<file path="src/rtl/tsfd_pkg.sv">
// ----------------------------------------------------------------------------
// tsfd_pkg
// Shared constants, controller states and the command and status bundles
// passed between the deframer controller and its datapath.
// ----------------------------------------------------------------------------
package tsfd_pkg;

   // default frame store depth
   localparam int MAX_PAYLOAD_DEF = 20;

   // header marker byte
   localparam logic [7:0] STAR_BYTE = 8'h2A;

   // frames shorter than this are padded with zero bytes
   localparam int MIN_FRAME = 8;

   // width of the emitted byte position field
   localparam int IDX_W = 5;

   typedef enum logic [2:0] {
      ST_IDLE,
      ST_HDR1,
      ST_HDR2,
      ST_LEN,
      ST_DATA,
      ST_EMIT
   } state_type;

   // controller to datapath
   typedef struct packed {
      logic clear_count;
      logic load_len;
      logic store;
      logic emit_load;
      logic err_load;
   } cmd_type;

   // datapath to controller
   typedef struct packed {
      logic is_star;
      logic len_zero;
      logic len_over;
      logic frame_full;
      logic emit_last;
      logic out_free;
   } status_type;

endpackage

</file>
<file path="src/rtl/tsfd_ctrl.sv">
// ----------------------------------------------------------------------------
// tsfd_ctrl
// Parser and emit sequencer: walks the header, length and payload phases and
// steps the datapath through frame output.
// ----------------------------------------------------------------------------
module tsfd_ctrl
   import tsfd_pkg::*;
(
   input  logic       clock,
   input  logic       reset,
   input  logic       req_valid,
   output logic       req_ready,
   input  status_type status,
   output cmd_type    cmd
);

   state_type state_ff;
   state_type state_in;
   logic      accept;

   always_ff @(posedge clock) begin
      if (reset) begin
         state_ff <= ST_IDLE;
      end else begin
         state_ff <= state_in;
      end
   end

   always_comb begin
      state_in  = state_ff;
      cmd       = '0;
      req_ready = 1'b0;
      accept    = 1'b0;
      case (state_ff)
         ST_IDLE: begin
            req_ready = 1'b1;
            accept    = req_valid;
            if (accept) begin
               state_in = status.is_star ? ST_HDR1 : ST_IDLE;
            end
         end
         ST_HDR1: begin
            req_ready = 1'b1;
            accept    = req_valid;
            if (accept) begin
               state_in = status.is_star ? ST_HDR2 : ST_IDLE;
            end
         end
         ST_HDR2: begin
            req_ready = 1'b1;
            accept    = req_valid;
            if (accept) begin
               state_in = status.is_star ? ST_LEN : ST_IDLE;
            end
         end
         ST_LEN: begin
            // an oversize length needs the output register
            req_ready = status.out_free;
            accept    = req_valid && status.out_free;
            if (accept && !status.is_star) begin
               cmd.clear_count = 1'b1;
               if (status.len_zero) begin
                  state_in = ST_IDLE;
               end else if (status.len_over) begin
                  cmd.err_load = 1'b1;
                  state_in     = ST_IDLE;
               end else begin
                  cmd.load_len = 1'b1;
                  state_in     = ST_DATA;
               end
            end
         end
         ST_DATA: begin
            req_ready = 1'b1;
            accept    = req_valid;
            if (accept) begin
               cmd.store = 1'b1;
               if (status.frame_full) begin
                  state_in = ST_EMIT;
               end
            end
         end
         ST_EMIT: begin
            if (status.out_free) begin
               cmd.emit_load = 1'b1;
               if (status.emit_last) begin
                  state_in = ST_IDLE;
               end
            end
         end
         default: begin
            state_in = ST_IDLE;
         end
      endcase
   end

   // emit phase is only entered from the request that fills the frame
   a_emit_entry: assert property (@(posedge clock) disable iff (reset)
      (state_ff == ST_EMIT && $past(state_ff) != ST_EMIT)
         |-> $past(cmd.store && status.frame_full))
      else $error("emit phase entered without a completed frame");

   // the final emitted byte returns the parser to idle
   a_emit_exit: assert property (@(posedge clock) disable iff (reset)
      (cmd.emit_load && status.emit_last) |=> state_ff == ST_IDLE)
      else $error("parser did not return to idle after frame output");

endmodule

</file>
<file path="src/rtl/tsfd_dp.sv">
// ----------------------------------------------------------------------------
// tsfd_dp
// Frame store, length and count registers, emit index and the registered
// result stage.
// ----------------------------------------------------------------------------
module tsfd_dp
   import tsfd_pkg::*;
#(
   parameter int MAX_PAYLOAD = MAX_PAYLOAD_DEF
)(
   input  logic             clock,
   input  logic             reset,
   input  logic [7:0]       req_rx_byte,
   input  cmd_type          cmd,
   output status_type       status,
   input  logic             rsp_ready,
   output logic             rsp_valid,
   output logic [7:0]       rsp_payload_byte,
   output logic [IDX_W-1:0] rsp_byte_index,
   output logic             rsp_last_byte,
   output logic             rsp_frame_error
);

   localparam int CW = $clog2(MAX_PAYLOAD + 1);
   localparam int AW = $clog2(MAX_PAYLOAD);

   logic [7:0]    frame_mem [MAX_PAYLOAD];

   logic [CW-1:0] count_ff;
   logic [CW-1:0] count_in;
   logic [CW-1:0] expected_ff;
   logic [CW-1:0] expected_in;
   logic [CW-1:0] idx_ff;
   logic [CW-1:0] idx_in;
   logic          rsp_valid_ff;
   logic          rsp_valid_in;

   logic [7:0]       rsp_payload_ff;
   logic [IDX_W-1:0] rsp_index_ff;
   logic             rsp_last_ff;
   logic             rsp_error_ff;

   logic [CW-1:0]       total;
   logic [CW+IDX_W-1:0] idx_wide;

   // padded frame length
   assign total    = (count_ff < CW'(MIN_FRAME)) ? CW'(MIN_FRAME) : count_ff;
   assign idx_wide = {{IDX_W{1'b0}}, idx_ff};

   always_comb begin
      status.is_star    = (req_rx_byte == STAR_BYTE);
      status.len_zero   = (req_rx_byte == 8'd0);
      status.len_over   = (req_rx_byte > 8'(MAX_PAYLOAD));
      status.frame_full = ((count_ff + CW'(1)) == expected_ff);
      status.emit_last  = ((idx_ff + CW'(1)) == total);
      status.out_free   = !rsp_valid_ff || rsp_ready;
   end

   always_comb begin
      count_in = count_ff;
      if (cmd.clear_count) begin
         count_in = '0;
      end else if (cmd.store) begin
         count_in = count_ff + CW'(1);
      end

      expected_in = cmd.load_len ? req_rx_byte[CW-1:0] : expected_ff;

      idx_in = idx_ff;
      if (cmd.emit_load) begin
         idx_in = status.emit_last ? '0 : idx_ff + CW'(1);
      end

      if (cmd.emit_load || cmd.err_load) begin
         rsp_valid_in = 1'b1;
      end else if (rsp_ready) begin
         rsp_valid_in = 1'b0;
      end else begin
         rsp_valid_in = rsp_valid_ff;
      end
   end

   always_ff @(posedge clock) begin
      if (reset) begin
         count_ff     <= '0;
         expected_ff  <= '0;
         idx_ff       <= '0;
         rsp_valid_ff <= 1'b0;
      end else begin
         count_ff     <= count_in;
         expected_ff  <= expected_in;
         idx_ff       <= idx_in;
         rsp_valid_ff <= rsp_valid_in;
      end
   end

   always_ff @(posedge clock) begin
      if (cmd.store) begin
         frame_mem[count_ff[AW-1:0]] <= req_rx_byte;
      end
   end

   // result register doubles as the store read register
   always_ff @(posedge clock) begin
      if (cmd.emit_load) begin
         rsp_payload_ff <= (idx_ff < count_ff) ? frame_mem[idx_ff[AW-1:0]] : 8'd0;
         rsp_index_ff   <= idx_wide[IDX_W-1:0];
         rsp_last_ff    <= status.emit_last;
         rsp_error_ff   <= 1'b0;
      end else if (cmd.err_load) begin
         rsp_payload_ff <= 8'd0;
         rsp_index_ff   <= '0;
         rsp_last_ff    <= 1'b1;
         rsp_error_ff   <= 1'b1;
      end
   end

   assign rsp_valid        = rsp_valid_ff;
   assign rsp_payload_byte = rsp_payload_ff;
   assign rsp_byte_index   = rsp_index_ff;
   assign rsp_last_byte    = rsp_last_ff;
   assign rsp_frame_error  = rsp_error_ff;

   a_single_load: assert property (@(posedge clock) disable iff (reset)
      !(cmd.emit_load && cmd.err_load))
      else $error("frame byte and error result loaded together");

   a_idx_bound: assert property (@(posedge clock) disable iff (reset)
      idx_ff < total)
      else $error("emit index past end of frame");

   a_error_last: assert property (@(posedge clock) disable iff (reset)
      (rsp_valid_ff && rsp_error_ff) |-> (rsp_last_ff && rsp_payload_ff == 8'd0))
      else $error("error result not marked as last zero byte");

endmodule

</file>
<file path="src/rtl/triple_star_frame_deframer.sv">
// ----------------------------------------------------------------------------
// triple_star_frame_deframer
// Finds frames of three or more '*' bytes, a length byte and that many
// payload bytes in a received byte stream and sends each frame out byte by
// byte, zero padded to eight bytes, with the last byte marked.
// ----------------------------------------------------------------------------
//
//   channel  direction  handshake              payload
//   req_     in         req_valid/req_ready    req_rx_byte
//   rsp_     out        rsp_valid/rsp_ready    rsp_payload_byte, rsp_byte_index,
//                                              rsp_last_byte, rsp_frame_error
//
// - header, length and payload bytes can arrive back to back
// - a completed frame streams max(length, 8) results, one per cycle unless
//   stalled, from the single-port store; no request is taken while it streams
// - an oversize length gives one error result and the parser goes idle
// - synchronous active-high reset returns the parser to idle with no result
//   pending; the frame store needs no clearing
// - a stalled result holds in the output register; once three '*' bytes are
//   seen, every byte up to and including the length byte waits for that
//   register to free up, header and payload bytes are still taken
//
module triple_star_frame_deframer
   import tsfd_pkg::*;
#(
   parameter int MAX_PAYLOAD = MAX_PAYLOAD_DEF
)(
   input  logic             clock,
   input  logic             reset,

   // received byte requests
   input  logic             req_valid,
   output logic             req_ready,
   input  logic [7:0]       req_rx_byte,

   // frame byte results
   output logic             rsp_valid,
   input  logic             rsp_ready,
   output logic [7:0]       rsp_payload_byte,
   output logic [IDX_W-1:0] rsp_byte_index,
   output logic             rsp_last_byte,
   output logic             rsp_frame_error
);

   // command and status between the sequencer and the datapath
   cmd_type    cmd;
   status_type status;

   // header, length and payload parsing plus emit sequencing
   tsfd_ctrl u_ctrl (
      .clock     (clock),
      .reset     (reset),
      .req_valid (req_valid),
      .req_ready (req_ready),
      .status    (status),
      .cmd       (cmd)
   );

   // frame store, counters and the registered result stage
   tsfd_dp #(
      .MAX_PAYLOAD (MAX_PAYLOAD)
   ) u_dp (
      .clock            (clock),
      .reset            (reset),
      .req_rx_byte      (req_rx_byte),
      .cmd              (cmd),
      .status           (status),
      .rsp_ready        (rsp_ready),
      .rsp_valid        (rsp_valid),
      .rsp_payload_byte (rsp_payload_byte),
      .rsp_byte_index   (rsp_byte_index),
      .rsp_last_byte    (rsp_last_byte),
      .rsp_frame_error  (rsp_frame_error)
   );

endmodule
</file>
<file path="config.mk">
export PLATFORM = sky130hd
export DESIGN_NAME = triple_star_frame_deframer
export DESIGN_NICKNAME = d
export VERILOG_FILES = /design/src/rtl/tsfd_pkg.sv /design/src/rtl/tsfd_ctrl.sv /design/src/rtl/tsfd_dp.sv /design/src/rtl/triple_star_frame_deframer.sv
export SDC_FILE = /design/constraint.sdc
export NUM_CORES = 1
export LEC_CHECK = 0
export ABC_AREA = 1
export CAP_MARGIN = 10
export CORE_MARGIN = 2
export CORE_UTILIZATION = 60
export CTS_CLUSTER_DIAMETER = 100
export CTS_CLUSTER_SIZE = 8
export DETAILED_ROUTE_END_ITERATION = 12
export DONT_BUFFER_PORTS = 1
export PLACE_DENSITY_LB_ADDON = 0.3
export SYNTH_ARGS = -nofsm -noshare
export SYNTH_HDL_FRONTEND = slang
export SYNTH_SLANG_ARGS = --single-unit
</file>
<file path="constraint.sdc">
create_clock -name clock -period 6.51 [get_ports clock]
set_input_delay 0.3255 -clock clock [delete_from_list [all_inputs] [get_ports clock]]
set_output_delay 0.3255 -clock clock [all_outputs]
set_load 0.02 [all_outputs]
</file>
# Yosys cells after proc, flatten, opt, wreduce, memory -nomap -nowiden
# Memories as Yosys holds them, arrays and structs flattened. A register that Yosys moved wholly into a read port is not among the register bits.
# Cells that the tools add are included.
[word_totals] ff_bits=34 mem_bits_rw=160 inputBits=12 elab_cells=86 mem_count=1
[mem_list] name="u_dp.frame_mem" words=20 width=8 read_ports=1 rd_ports_with_merged_regs=1 wr=1 line_no="tsfd_dp.sv:27" text="logic [7:0] frame_mem [MAX_PAYLOAD];"
[classes] addsub=2 n_lt_le_gt_ge=3 n_eq_ne=16 mux=42 n_reduce_logical=13
[op_table] operator="3-bit 2-to-1 mux" count=10
[op_table] operator="5-bit 2-to-1 mux" count=6
[op_table] operator="8-bit 2-to-1 mux" count=3
[op_table] operator="3-bit one-hot mux with 6 select lines" count=1
[op_table] operator="1-bit 2-to-1 mux" count=17
[op_table] operator="5-bit by 1-bit adder with 5-bit output, second input constant" count=2
[op_table] operator="5-bit equality test" count=2
[op_table] operator="2-bit != test, second input constant" count=5
[op_table] operator="8-bit by 6-bit equality test with 1-bit output, second input constant" count=1
[op_table] operator="8-bit by 5-bit greater-than comparator with 1-bit output, second input constant" count=1
[op_table] operator="8-bit logical NOT" count=1
[op_table] operator="2-bit 2-to-1 mux" count=4
[op_table] operator="8-bit AND reduction" count=1
[op_table] operator="3-bit by 2-bit equality test with 1-bit output, second input constant" count=2
[op_table] operator="3-bit equality test, second input constant" count=2
[op_table] operator="2-bit by 1-bit != test with 1-bit output, second input constant" count=3
[op_table] operator="5-bit by 4-bit < comparator with 1-bit output, second input constant" count=1
[op_table] operator="5-bit < comparator" count=1
[op_table] operator="2-bit nonzero test" count=2
[op_table] operator="4-bit OR reduction" count=1
[op_table] operator="3-bit by 1-bit equality test with 1-bit output, second input constant" count=1
[op_table] operator="3-bit logical NOT" count=1
[op_table] operator="1-bit logical AND" count=2
[op_table] operator="1-bit logical NOT" count=2
[op_table] operator="3 further kinds" count=4

# Depth between registers and ports, before layout
# Gate-level depths: netlist of the first run.
[logic_depth] word_depth=8 ltp_mapped=14

# Modules after synthesis
# Synthesis of the first run repeated with hierarchy kept, for this count alone.
[unflattened] hier_cells=771 hier_area_um2=8479.4
[modules_own_cells] module="tsfd_dp" instances=1 cells_each=715 area_each_um2=8182.8 seq_area_each_um2=5665.4
[modules_own_cells] module="tsfd_ctrl" instances=1 cells_each=56 area_each_um2=296.5 seq_area_each_um2=60.1

# Least setup slack after synthesis of the first run
# No wires, ideal clock.
[synth_timing] path_type="flip-flop to flip-flop" startpoint="register u_dp.rsp_valid_ff (netlist: u_dp.rsp_valid)" endpoint="register u_dp.rsp_index_ff[0] (netlist: u_dp.rsp_byte_index[0]) (enable)" setup_ns=0.406 arrival_ns=1.881 path_slack_ns=4.223 stages_incl_launch_ff=8 n_path_buf=0 cell_sequence="dfxtp_1 -> inv_1 -> nor2_1 -> inv_1 -> nand3_1 -> inv_1 -> nand2_1 -> o21ai_0"
[synth_via] elab_chain_len=7 word_cells_on_any_way=9 classes_between="mux: 4; reduce/logical: 5"
[synth_rtl] element="from (decl)" line_no="tsfd_dp.sv:35" text="logic rsp_valid_ff;"
[synth_rtl] element="from (signal assigned)" line_no="tsfd_dp.sv:93" text="rsp_valid_ff <= rsp_valid_in;"
[synth_rtl] element="1-bit logical NOT (*)" line_no="tsfd_dp.sv:56" text="status.out_free = !rsp_valid_ff || rsp_ready;"
[synth_rtl] element="1-bit logical OR (*)" line_no="tsfd_dp.sv:56"
[synth_rtl] element="1-bit logical AND" line_no="tsfd_ctrl.sv:59" text="accept = req_valid && status.out_free;"
[synth_rtl] element="1-bit logical AND" line_no="tsfd_ctrl.sv:60" text="if (accept && !status.is_star) begin"
[synth_rtl] element="1-bit 2-to-1 mux" line_no="tsfd_ctrl.sv:60"
[synth_rtl] element="1-bit 2-to-1 mux" line_no="tsfd_ctrl.sv:34" text="case (state_ff)"
[synth_rtl] element="2-bit nonzero test (no line) (*)"
[synth_rtl] element="to (signal assigned)" line_no="tsfd_dp.sv:107" text="rsp_index_ff <= idx_wide[IDX_W-1:0];"
[synth_rtl] element="to (decl)" line_no="tsfd_dp.sv:39" text="logic [IDX_W-1:0] rsp_index_ff;"
# Every way passes the cells marked *; elsewhere a longest branch is shown, timed or not.
# A chain may end at the register's enable or synchronous reset.

==> results of run 1 <==
## metal layers
| layer | wire length (um) | part of all wire |
|---|---|---|
| met1 | 7580 | 0.39 |
| met2 | 9730 | 0.50 |
| met3 | 1650 | 0.084 |
| met4 | 593 | 0.030 |
| met5 | 0 | 0 |
## where the power goes
group / switching [mW] / internal, mW
clock: 0.517 / 0.521
combinational: 0.0634 / 0.0224
sequential: 0.00964 / 1.39
## worst reg2reg max path: cells and delay by family, from the launching register on
| family | cells | cell delay (ns) |
|---|---|---|
| buf+inv | 3 | 0.69 |
| compound gates | 3 | 0.63 |
| flops | 1 | 0.96 |
| simple gates | 2 | 0.22 |
## cell families (layout without fill, tap and decap cells)
group,count (synthesis),in the layout,synth area share
xor+xnor,1,1,0.00105
compound gates,164,164,0.118
flops,199,199,0.688
mux,1,1,0.00120
simple gates,268,268,0.137
fa+ha+maj,9,9,0.0135
buf+inv,81,94,0.0405
## synthesized netlist by cell type, types with 2 or more instances
cell and instances:
edfxtp_1 174, o211ai_1 13, buf_6 2, inv_4 2, o21ai_0 87, dfxtp_1 25
inv_1 41, nor3_1 2, o21ai_1 4, nand3b_1 8, nor2_4 2, a21oi_1 17
buf_2 10, nor2_2 3, nand3_1 31, nand4_1 3, nand2_1 75, o22ai_1 13
nor2_1 137, o221ai_1 27, ha_1 9, clkbuf_1 20, inv_2 5
## worst paths after layout
kind                            slack (ns)                       end  cells past startpoint
worst max-delay path                  3.77  u_dp.rsp_payload_byte[4]                      8
worst min-delay path                  0.04       u_dp.expected_ff[1]                      2
worst max register to register        3.77  u_dp.rsp_payload_byte[4]                      8
worst min register to register        0.48       u_dp.expected_ff[3]                      2
## state kept, by name, indices dropped and copies added, names as in the netlist, named ones only
| name | cells |
|---|---|
| u_ctrl.state_ff | 3 |
| u_dp.count_ff | 5 |
| u_dp.expected_ff | 5 |
| u_dp.frame_mem | 160 |
| u_dp.idx_ff | 5 |
| u_dp.rsp_byte_index | 5 |
| u_dp.rsp_frame_error | 1 |
| u_dp.rsp_last_byte | 1 |
| u_dp.rsp_payload_byte | 8 |
| u_dp.rsp_valid | 1 |
## timing repair
action,4_1_cts,5_1_grt
hold endpoints to repair,171,0
setup endpoints to repair,0,0
hold buffers,9,0
## stage by stage
stage               std cells  setup WS (ns)  instance area [um^2]
finish                    916           3.77                  9110
global route              916           3.65                  9110
CTS                       916           3.82                  9110
detailed placement        875           3.91                  8430
global placement          875           4.00                  8430
floorplan                 723           4.22                  8320
## cell type report
type	instances	area (um^2)	share of cell area
Clock buffer	17	425	0.0467
Clock inverter	15	169	0.0185
Inverter	48	185	0.0203
Multi-Input combinational cell	443	2260	0.247
Sequential cell	199	5730	0.628
Tap cell	180	225	0.0247
Timing Repair Buffer	14	128	0.0140
==> run metrics, run 1 <==
status finished, final reports clean; Routed WL per cell 21.3 um; M2 GR Usage 0.438; Syn Nets 744; ys async rst share 0; busiest grt layer met2; Horiz. Die Dim around 120 um; Layout fillers 992; first drt pass iteration count 5; setup TNS 0 ns; met1 Use GR 0.368; #FFs+latches synth ~200; # rows 43; Final min period around 2.7 ns; initial antenna violation count 0; DR iter-0 viols 1013; Pwr Density 277 nW/um^2; # diodes 0; sequential cell area fraction in the yosys report 0.688; EDFF count, synth around 170; most frequent cells in the layout edfxtp_1, nor2_1, o21ai_0; largest area contributor in the netlist edfxtp_1; CTS tree built; most common cell after layout, fill and taps aside edfxtp_1; Worst-Skew Late Latency 0.44 ns; TritonCTS buffer count 17; WHS 0.0365 ns; post-detail-place hpwl 12000 um; worst hold path type primary input to flop; H-tree depth 4; Worst path max stage delay approximately 0.96 ns; die height 122 um; vias in the first global route 5314; Final Max Slew Viols 0; Final ANT Viol Nets 0; Main synth FF type edfxtp_1; worst IR drop on VDD between 0.15 and 0.2 mV; initial core utilization 0.606; slew margin rel. 0.303; overall power 2.53 mW; Max-cap violations 0; Tcrit/Tclk final 0.420; total grt overflow 0; Setup Buffers After CTS 0; post-CTS sizing 0; Yosys top cell area share 0.628; final hold violation count 0; crit path launch type flop; Layout Nets 744; largest cells by area after synthesis edfxtp_1, nor2_1, dfxtp_1; Synth Area per Inst about 12 um^2; Remaining DRCs 0; die area 14800 um^2; Critical-path top delay cell dfxtp_1; Crit. End Element flop; CTS root buf clkbuf_16; CP delay by family, top flip-flops; synthesized instance count roughly 720; type of the worst setup path flop to flop; worst hold path startpoint req_rx_byte[1]; Required @ worst endpoint 6.72 ns; GR met3 Demand/Resource 0.0487; FMAX 0.365 GHz; Mapped Area a little over 8000 um^2; first-pass GRT wire length 29600 um; Synth warnings 0; Distinct cells, synth 36; share of cells above drive strength 1 0.0761; CTS Buffer Depth 2; area grow syn2layout 9.58%; P_leak between 3 and 4 nW; total core area 13700 um^2; Slew @ Worst Pin 1.04 ns; clk slew on worst S/H paths 0.08 ns; clk_skew 0.0117 ns; largest net degree at the start of global routing 82; Buf/Inv on CP 3; unrepaired setup endpoints after global routing no; Post-Route WL 19500 um; Sink Count 199; RePlAce Congestion 0.859; IO buf count 0; critical path cell sequence buf_4, inv_2, o21ai_0, o221ai_1, o211ai_1, nand3_1, nand3b_1, inv_1; Critical Path AT between 2 and 3 ns; GRT Total Usage 0.271; Setup violations, final 0; largest fanout on the critical path 39; Ports 29; vias ~5800; Core Util, Final 0.664; vias per inst 6.28
No activity file was read; power rests on OpenSTA's default activity.
==> run 2: changes to the inputs <==
Settings changed: CORE_UTILIZATION 60 to 57.
Clock period 6.51 ns to 2.45 ns, I/O delays scaled along.
==> run metrics, run 2 (same netlist as run 1, synthesis figures left out) <==
status finished, final reports clean; switching power 1.40 mW (+140%); TritonCTS buffer count 17 (unchanged); vias in the first global route 5849 (+10%); Sink Count 199 (unchanged); cell mode on critical path inv_1; Worst-Skew Late Latency 0.45 ns (about the same); Critical Path AT 2.49 ns (-0.45 ns); type of the worst setup path flop to flop; Ports 29 (unchanged); RePlAce Congestion 0.874 (+1.8%); first drt pass iteration count 6 (+1); Setup violations, final 0 (unchanged); Post-Route WL 19800 um (+1.1%); unrepaired setup endpoints after global routing no; Final ANT Viol Nets 0 (unchanged); area grow syn2layout 12.6%; Slew @ Worst Pin 0.957 ns (-0.0845 ns); crit path launch type flop; GRT Total Usage 0.267 (-0.00471); Worst path max stage delay 0.41 ns (-0.55 ns); vias 5668 (-1.4%); H-tree depth 4 (unchanged); total core area 14400 um^2 (+4.7%); Seq pwr share 0.545 (-0.010); final hold violation count 0 (unchanged); die area 15600 um^2 (+5.1%); Max-cap violations 0 (unchanged); Routed WL per cell 20.9 um (-2.2%); design area 9370 um^2 (+2.8%); CTS Buffer Depth 2 (unchanged); clk_skew 0.0170 ns (+0.00523 ns); DP Area 8640 um^2 (+2.5%); DR iter-0 viols 728 (-28%); first-pass GRT wire length 31100 um (+5.0%); initial antenna violation count 1 (+1); Final Max Slew Viols 0 (unchanged); largest fanout on the critical path 11 (-72%); share of cells above drive strength 1 0.105 (+0.0288); CTS root buf clkbuf_16; Core Util, Final 0.652 (-0.0124); total grt overflow 0 (unchanged); Final min period 2.18 ns (-0.553 ns); clk slew on worst S/H paths 0.07 ns (about the same); setup TNS 0 ns (unchanged); worst hold path type primary input to flop; # rows 44 (+2.3%); most common cell after layout, fill and taps aside edfxtp_1; Logic pwr share 0.035 (about the same); Critical-path top delay cell o2111ai_1; Required @ worst endpoint 2.76 ns (-3.96 ns); post-detail-place hpwl 12200 um (+1.2%); Tcrit/Tclk final 0.892 (+0.471); Pwr Density 730 nW/um^2 (+160%); Remaining DRCs 0 (unchanged); CTS tree built; P_leak 3.25 nW (+5.6%); largest net degree at the start of global routing 80 (-2.4%); most frequent cells in the layout edfxtp_1, nor2_1, o21ai_0; vias per inst 5.99 (-4.7%); FF-to-FF path depth 7 (-1); Layout Nets 771 (+3.6%); Hold Path Cell Cnt 3 (+1); worst IR drop on VDD 0.589 mV (+230%); # diodes 0 (unchanged); slew margin rel. 0.360 (+0.0568); FMAX 0.458 GHz (+25%); Horiz. Die Dim 125 um (+2.5%); die height 125 um (+2.5%); max reg flops 160 (unchanged); Switching Fraction 0.205 (-0.0291); critical path cell sequence inv_1, nor3_2, nand2_1, inv_1, o2111ai_1, nand3b_1, inv_1; Clock Power Share 0.421 (+0.010); initial core utilization 0.579 (-0.0274); Pint 5.44 mW (+180%); Crit. End Element flop; IO buf count 0 (unchanged)
run 2: changes by cell type in the layout (fill, tap and decap cells not counted), moves of 2 or more:
cell / change
buf_4: +25
inv_8: -6
clkbuf_16: +4
clkinv_2: +4
clkbuf_1: +2
clkinv_8: -2
run 2: cell type report:
| cell class | count | area (um^2) |
|---|---|---|
| sequential | 199 | 5730 |
| multi-input combinational | 443 | 2260 |
| timing repair buffer | 41 | 345 |
| tap | 184 | 230 |
| inverter | 48 | 185 |
| fill | 1067 | 5000 |
| clock buffer | 24 | 547 |
| clock inverter | 8 | 77.6 |
run 2: repair_timing:
action / 4_1_cts / 5_1_grt
setup buffers: 0 / 0
hold buffers: 10 / 0
resized for setup: 0 / 0
hold endpoints to repair: 179 / 0
run 2: path summary, 6_finish.rpt:
kind / from / to / slack [ns]
worst max-delay path: u_ctrl.state_ff[0] / u_dp.rsp_payload_byte[7] / 0.27
worst min-delay path: req_valid / u_dp.count_ff[4] / 0.07
worst max register to register: u_ctrl.state_ff[0] / u_dp.rsp_payload_byte[7] / 0.27
worst min register to register: u_dp.expected_ff[2] / u_dp.expected_ff[2] / 0.48
run 2: per-stage QoR:
stage / std cells / hold WS, ns / worst slack (ns) / total power, mW
finish: 947 / 0.0687 / 0.266 / 6.84
global route: 947 / 0.0895 / 0.0907 / 7.05
CTS: 947 / 0.0548 / 0.279 / 6.87
detailed placement: 905 / 0.204 / 0.297 / 3.97
global placement: 905 / 0.200 / 0.228 / 3.97
floorplan: 723 / 0.192 / 0.163 / 3.93
run 2: power by group through the flow:
stage	clock (mW)	combinational, mW	sequential (mW)
final	2.88	0.238	3.73
after global placement	0	0.168	3.80
after CTS	2.91	0.236	3.72
after floorplan	0	0.133	3.79
after global routing	3.06	0.264	3.72
after detailed placement	0	0.176	3.80
run 2: routing by layer:
metal | up-vias | wire, um | track usage
met5 | - | 0 | 0
met4 | 0 | 506 | 0.110
met3 | 32 | 1320 | 0.0627
met2 | 231 | 9990 | 0.440
met1 | 2757 | 7940 | 0.341
li1 | 2648 | - | -
run 2: critical path: cells and delay by family, from the launching register on:
family / cells / cell delay (ns)
and+or+nand+nor: 3 / 0.85
AOI/OAI and AO/OA: 1 / 0.41
DFF: 1 / 0.40
buffers and inverters: 3 / 0.37
==> run 3: changes to the inputs <==
Settings changed: ABC_AREA 1 to unset.
==> run metrics, run 3 <==
status finished, final reports clean; largest fanout on the critical path 15 (+4); Tcrit/Tclk final 0.910 (+0.0183); Setup Buffers After CTS 0 (unchanged); max reg flops 160 (unchanged); P_leak 2.92 nW (-10%); Pwr Density 755 nW/um^2 (+3.4%); Mapped Area 8080 um^2 (-2.8%); vias in the first global route 4306 (-26%); Setup violations, final 0 (unchanged); ys async rst share 0 (unchanged); H-tree depth 4 (unchanged); Remaining DRCs 0 (unchanged); CTS Buffer Depth 2 (unchanged); Syn Nets 472 (-37%); CTS root buf clkbuf_16; #FFs+latches synth 199 (unchanged); Crit. End Element flop; Final ANT Viol Nets 0 (unchanged); Final min period 2.23 ns (+0.0449 ns); largest area contributor in the netlist edfxtp_1; EDFF count, synth 174 (unchanged); die area 15100 um^2 (-2.8%); Synth Area per Inst 17.9 um^2 (+56%); most common cell after layout, fill and taps aside edfxtp_1; total core area 13900 um^2 (-3.4%); type of the worst setup path flop to flop; unrepaired setup endpoints after global routing no; crit path launch type flop; Required @ worst endpoint 2.62 ns (-0.14 ns); post-detail-place hpwl 11200 um (-7.8%); Final Max Slew Viols 0 (unchanged); clk_skew 0.00698 ns (-0.00998 ns); FMAX 0.449 GHz (-2.0%); final hold violation count 0 (unchanged); TritonCTS buffer count 17 (unchanged); worst IR drop on VDD 0.518 mV (-12%); Max-cap violations 0 (unchanged); vias per inst 6.36 (+6.3%); DR iter-0 viols 545 (-25%); dominant cell by count in the synthesized netlist edfxtp_1; largest net degree at the start of global routing 41 (-49%); CTS tree built; GRT Total Usage 0.252 (-0.0150); top cell types by occurrence after synthesis edfxtp_1, mux4_2, nor2_1, dfxtp_1, mux2i_1; Yosys top cell area share 0.647 (+0.0184); first-pass GRT wire length 26600 um (-15%); setup TNS 0 ns (unchanged); share of cells above drive strength 1 0.241 (+0.136); IO buf count 0 (unchanged); area grow syn2layout 14.3%; Worst-Skew Late Latency 0.43 ns (-0.02 ns); # rows 43 (-2.3%); Horiz. Die Dim 123 um (-1.4%); initial antenna violation count 2 (+1); initial core utilization 0.582 (+0.00331); Post-Layout Cell Count 683 (-28%); Ports 29 (unchanged); synthesized instance count 451 (-38%); most frequent cells in the layout edfxtp_1, mux4_2, nor2_1; die height 123 um (-1.4%); RePlAce Congestion 0.904 (+3.5%); slew margin rel. 0.344 (-0.0157); first drt pass iteration count 4 (-2); Routed WL per cell 25.7 um (+23%); vias 4346 (-23%); Sink Count 199 (unchanged); worst hold path type primary input to flop; largest cells by area after synthesis edfxtp_1, mux4_2, dfxtp_1; Post-Route WL 17500 um (-11%); Synth warnings 0 (unchanged); Slew @ Worst Pin 0.980 ns (+0.0234 ns); clk slew on worst S/H paths 0.07 ns (about the same); total grt overflow 0 (unchanged); Main synth FF type edfxtp_1; # diodes 0 (unchanged); Critical Path AT 2.40 ns (-0.09 ns); Layout Nets 512 (-34%); sequential cell area fraction in the yosys report 0.708 (+0.0201); Distinct cells, synth 47 (+31%); placed insts 642 (-29%)
run 3: routing by layer:
metal,global-route usage,up-vias,part of all wire
met1,0.350,2215,0.40
li1,-,1868,-
met4,0.0881,0,0.023
met2,0.391,232,0.49
met3,0.0660,31,0.086
met5,0,-,0
run 3: worst max-delay path, stage by stage (launching register included):
cell and delay, ns:
dfxtp_2 0.39, buf_12 0.19, mux4_2 0.58, mux4_2 0.56
mux2i_1 0.17, nor2_1 0.07
run 3: stage by stage:
step / util / total power [mW] / worst slack, ns / hold slack [ns] / cell area [um^2]
4_1_cts: 0.665 / 7.01 / 0.219 / 0.0206 / 9240
5_1_grt: 0.665 / 7.14 / 0.0710 / 0.0460 / 9240
2_1_floorplan: - / 3.93 / 0.348 / 0.192 / 8080
6_report: 0.665 / 6.98 / 0.221 / 0.0472 / 9240
3_3_place_gp: 0.612 / 3.96 / 0.301 / 0.189 / 8490
3_5_place_dp: 0.612 / 3.97 / 0.249 / 0.193 / 8490
run 3: what timing repair did:
item	4_1_cts	5_1_grt
resized for setup	0	0
endpoints found under the hold margin	177	0
hold buffers	10	0
run 3: logic make-up after synthesis:
logic type,synth area share
fa+ha+maj,0.0139
buf+inv,0.0156
compound gates,0.0320
mux,0.154
simple gates,0.0560
xor+xnor,0.0201
flops,0.708
run 3: path summary, 6_finish.rpt:
path                            slack [ns]  depth (start not counted)                start                        to
worst min-delay path                  0.05                          4       req_rx_byte[7]        u_ctrl.state_ff[0]
worst min register to register        0.53                          2  u_dp.expected_ff[0]       u_dp.expected_ff[0]
worst max-delay path                  0.22                          5                 flop  u_dp.rsp_payload_byte[5]
worst max register to register        0.22                          5                 flop  u_dp.rsp_payload_byte[5]
run 3: area by class of cell:
cell class	instances	area, um^2
timing repair buffer	41	370
clock buffer	17	425
multi-input combinational	222	2230
tap	180	225
inverter	10	37.5
sequential	199	5730
fill	877	4640
clock inverter	14	221
run 3: where the power goes:
| group | total, mW | internal, mW | switching, mW |
|---|---|---|---|
| Sequential | 3.74 | 3.70 | 0.0396 |
| Combinational | 0.211 | 0.0847 | 0.127 |
| Clock | 3.02 | 1.82 | 1.21 |
| Total | 6.98 | 5.60 | 1.37 |
